`config.mk`:
```
export PLATFORM = sky130hd
export DESIGN_NAME = hq_cmp
export DESIGN_NICKNAME = d
export VERILOG_FILES = /design/src/hw/rtl/hq_cmp.sv
export SDC_FILE = /design/constraint.sdc
export NUM_CORES = 1
export LEC_CHECK = 0
export ABC_AREA = 1
export BUFFER_PORTS_ARGS = -buffer_cell sky130_fd_sc_hd__buf_2
export CAP_MARGIN = 10
export CORE_MARGIN = 10
export CORE_UTILIZATION = 44
export DETAILED_ROUTE_END_ITERATION = 6
export PLACE_DENSITY = 0.82
export SYNTH_ARGS = -nofsm -noshare
export SYNTH_HDL_FRONTEND = slang
export SYNTH_SLANG_ARGS = --single-unit
```
`constraint.sdc`:
```
create_clock -name vclk -period 1.4
set_input_delay 0.14 -clock vclk [all_inputs]
set_output_delay 0.14 -clock vclk [all_outputs]
set_load 0.03 [all_outputs]
```
`src/hw/rtl/hq_cmp.sv`:
```
`timescale 1ns / 1ps

// Entry priority compare: smaller key wins, equal keys go to the smaller id.
module hq_cmp #(
  parameter int KEY_WIDTH = 48,
  parameter int ID_WIDTH  = 8
) (
  input  logic [KEY_WIDTH+ID_WIDTH-1:0] a,
  input  logic [KEY_WIDTH+ID_WIDTH-1:0] b,
  output logic                          a_wins
);
  logic [KEY_WIDTH-1:0] a_key, b_key;
  logic [ID_WIDTH-1:0]  a_id, b_id;

  assign a_key = a[KEY_WIDTH+ID_WIDTH-1:ID_WIDTH];
  assign b_key = b[KEY_WIDTH+ID_WIDTH-1:ID_WIDTH];
  assign a_id  = a[ID_WIDTH-1:0];
  assign b_id  = b[ID_WIDTH-1:0];

  assign a_wins = (a_key != b_key) ? (a_key < b_key) : (a_id < b_id);
endmodule

```
==> results.yml <==
run_status:
  outcome: "finished, violations left"
  violations: "setup timing"
power_and_ir_drop:
  p_comb_share_pct: 100.0
  p_leak_nw: 1.602
  intPower_uw: 350.4
  power_frac_seq_pct: 0
  power_uw: 666.0
  powerDensity_nw_per_um2: 265.3
  switching_power_uw: 315.6
  clkPwrFrac_pct: 0
  netSwitchingFraction_pct: 47.38
  vdd_drop_max_uv: 136.6
synthesis:
  syn_avg_cell_area_um2: 6.002
  synth_warnings: 0
  synth_cell_type_count: 17
  synth.yosys.seq_area_share_pct: 0
  syn-cell-area_um2: 1567
  synthesis.nets: 428
  synthCells: 261
die:
  coreArea_um2: 3390
  num_io_pins: 113
  fp.dieW_um: 79.67
  dieArea_um2: 6347
  die_h_um: 79.67
  core.rowCount: 21
  initial_core_util_pct: 46.22
sta:
  hold_viol_final: 0
  period_share_pct: 111.2
  layout_setup_ws_ns: -0.1561
  max_freq_mhz: 642.6
  relSlewSlack_pct: 88.56
  slew_viol_final: 0
  whs_ns: 0.8629
  min_period_ns: 1.556
  finalSetupViolCount: 1
  setup-tns-final_ns: -0.1561
  tightest_slew_ns: 0.1698
  rsz0062_at_grt: "true"
finish:
  finalNonFillerCells: 425
  seq_area_um2: 0
  seq_cell_count: 0
  layout_common_cells: "buf_2, inv_1, nand2_1, ha_1, a21oi_1"
  multiInputGateArea_um2: 1498
  area_growth_pct: 60.22
  final_nets: 548
  drive_gt1_share_pct: 45.12
  num-clock-buffers: 0
  n_fill_cell: 267
  final_area_um2: 2510
  insertedDiodeCount: 0
  layout_commonest_cell: "buf_2"
hold_path:
  hp-start: "a[6]"
  hold_class: "in -> out"
  min_to: "a_wins"
  holdPathStages: 8
placed_design:
  place_inst: 423
  portBuffers: 113
  place.gp.congestion: 0.7778
  placed_area_um2: 2215
  hpwl_mm: 4.171
worst_setup_path:
  crit_type: "in -> out"
  worstPathMaxFanout: 3
  endpoint_kind: "output port"
  critPathLaunchType: "primary input"
  arrival_ns: 1.42
  cp.required_ns: 1.26
route:
  wl_per_cell_um: 11.59
  ant_nets: 0
  viasPerCell: 4.612
  drt-pass1-iter-count: 4
  drc: 0
  drt_iter0_drc: 45
  dr_total_vias: 1960
  routed_wl_mm: 4.927
grt:
  grt_pass1_wl_mm: 7.859
  antenna_found_initial: 0
  grt_overflow_total: 0
  grt_usage_pct: 14.15
  grt_max_degree: 4
  grt_pass1_vias: 1950
clock_tree:
  cts_hold_buf: 0
run:
  maxCapViolations: 0
## cell families after synthesis
logic type | Yosys count | synth area share (%)
AND/OR/NAND/NOR | 100 | 27.63
adder cells (fa/ha/maj) | 55 | 43.93
buffers and inverters | 78 | 18.69
AO/OA/AOI/OAI | 28 | 9.744
## power groups by stage
stage	clock [mW]	combinational (mW)	sequential, mW
after floorplan	0	0.322	0
after global placement	0	0.534	0
after detailed placement	0	0.551	0
after CTS	0	0.633	0
after global routing	0	0.768	0
final	0	0.666	0
## worst max path at each step
stage | slack (ns) | from | to
finish | -0.16 | b[49] | a_wins
global route | -0.27 | b[45] | a_wins
CTS | -0.13 | b[22] | a_wins
detailed placement | -0.25 | b[51] | a_wins
global placement | -0.23 | b[55] | a_wins
floorplan | 0.02 | b[39] | a_wins
## synth_stat cells
master / count / area [um2]
a21boi_1: 1 / 7.510
a21o_1: 4 / 30.03
a21oi_1: 19 / 95.09
clkinv_1: 2 / 7.510
ha_1: 55 / 688.2
inv_1: 74 / 277.8
inv_2: 2 / 7.510
nand2_1: 67 / 251.5
nand2_2: 4 / 25.02
nand3_1: 5 / 25.02
nand4_1: 4 / 25.02
nor2_1: 13 / 48.80
nor2_2: 4 / 25.02
nor2_4: 2 / 22.52
nor3_2: 1 / 10.01
o21ai_0: 3 / 15.01
o21ai_1: 1 / 5.000
## final cells by class
type | count | share of cell area [%]
inverter | 78 | 11.76
tap | 46 | 2.293
multi-input combinational | 183 | 59.67
timing repair buffer | 118 | 26.27
## routing by layer
metal	up-vias	share of wire, %	global-route usage [%]
met5	-	0	0
met4	0	0.53	0.8961
met1	843	37	14.63
met2	71	52	27.75
met3	4	9.9	4.617
li1	1042	-	-
## timing repair
action / in CTS / in global routing
endpoints found under the setup margin: 1 / 1
hold endpoints to repair: 0 / 0
pin swaps: 29 / 8
buffers inserted: 2 / 0
resized for setup: 37 / 13
## worst max-delay path: stages
cell and delay, ns:
buf_2 0.08, inv_1 0.03, ha_1 0.28, nand2_1 0.08
nor2_2 0.13, nand2_2 0.09, nor2_4 0.10, nand2_2 0.09
nor2_2 0.10, nor2_2 0.05, nand3_2 0.07, nand2_2 0.05
buf_6 0.13
## metrics by stage
step | setup slack, ns | util [%]
floorplan | 0.01720 | -
global placement | -0.2270 | 65.34
detailed placement | -0.2458 | 65.34
CTS | -0.1260 | 72.46
global route | -0.2655 | 74.05
finish | -0.1561 | 74.05
Power figures use the tool's default switching activity.
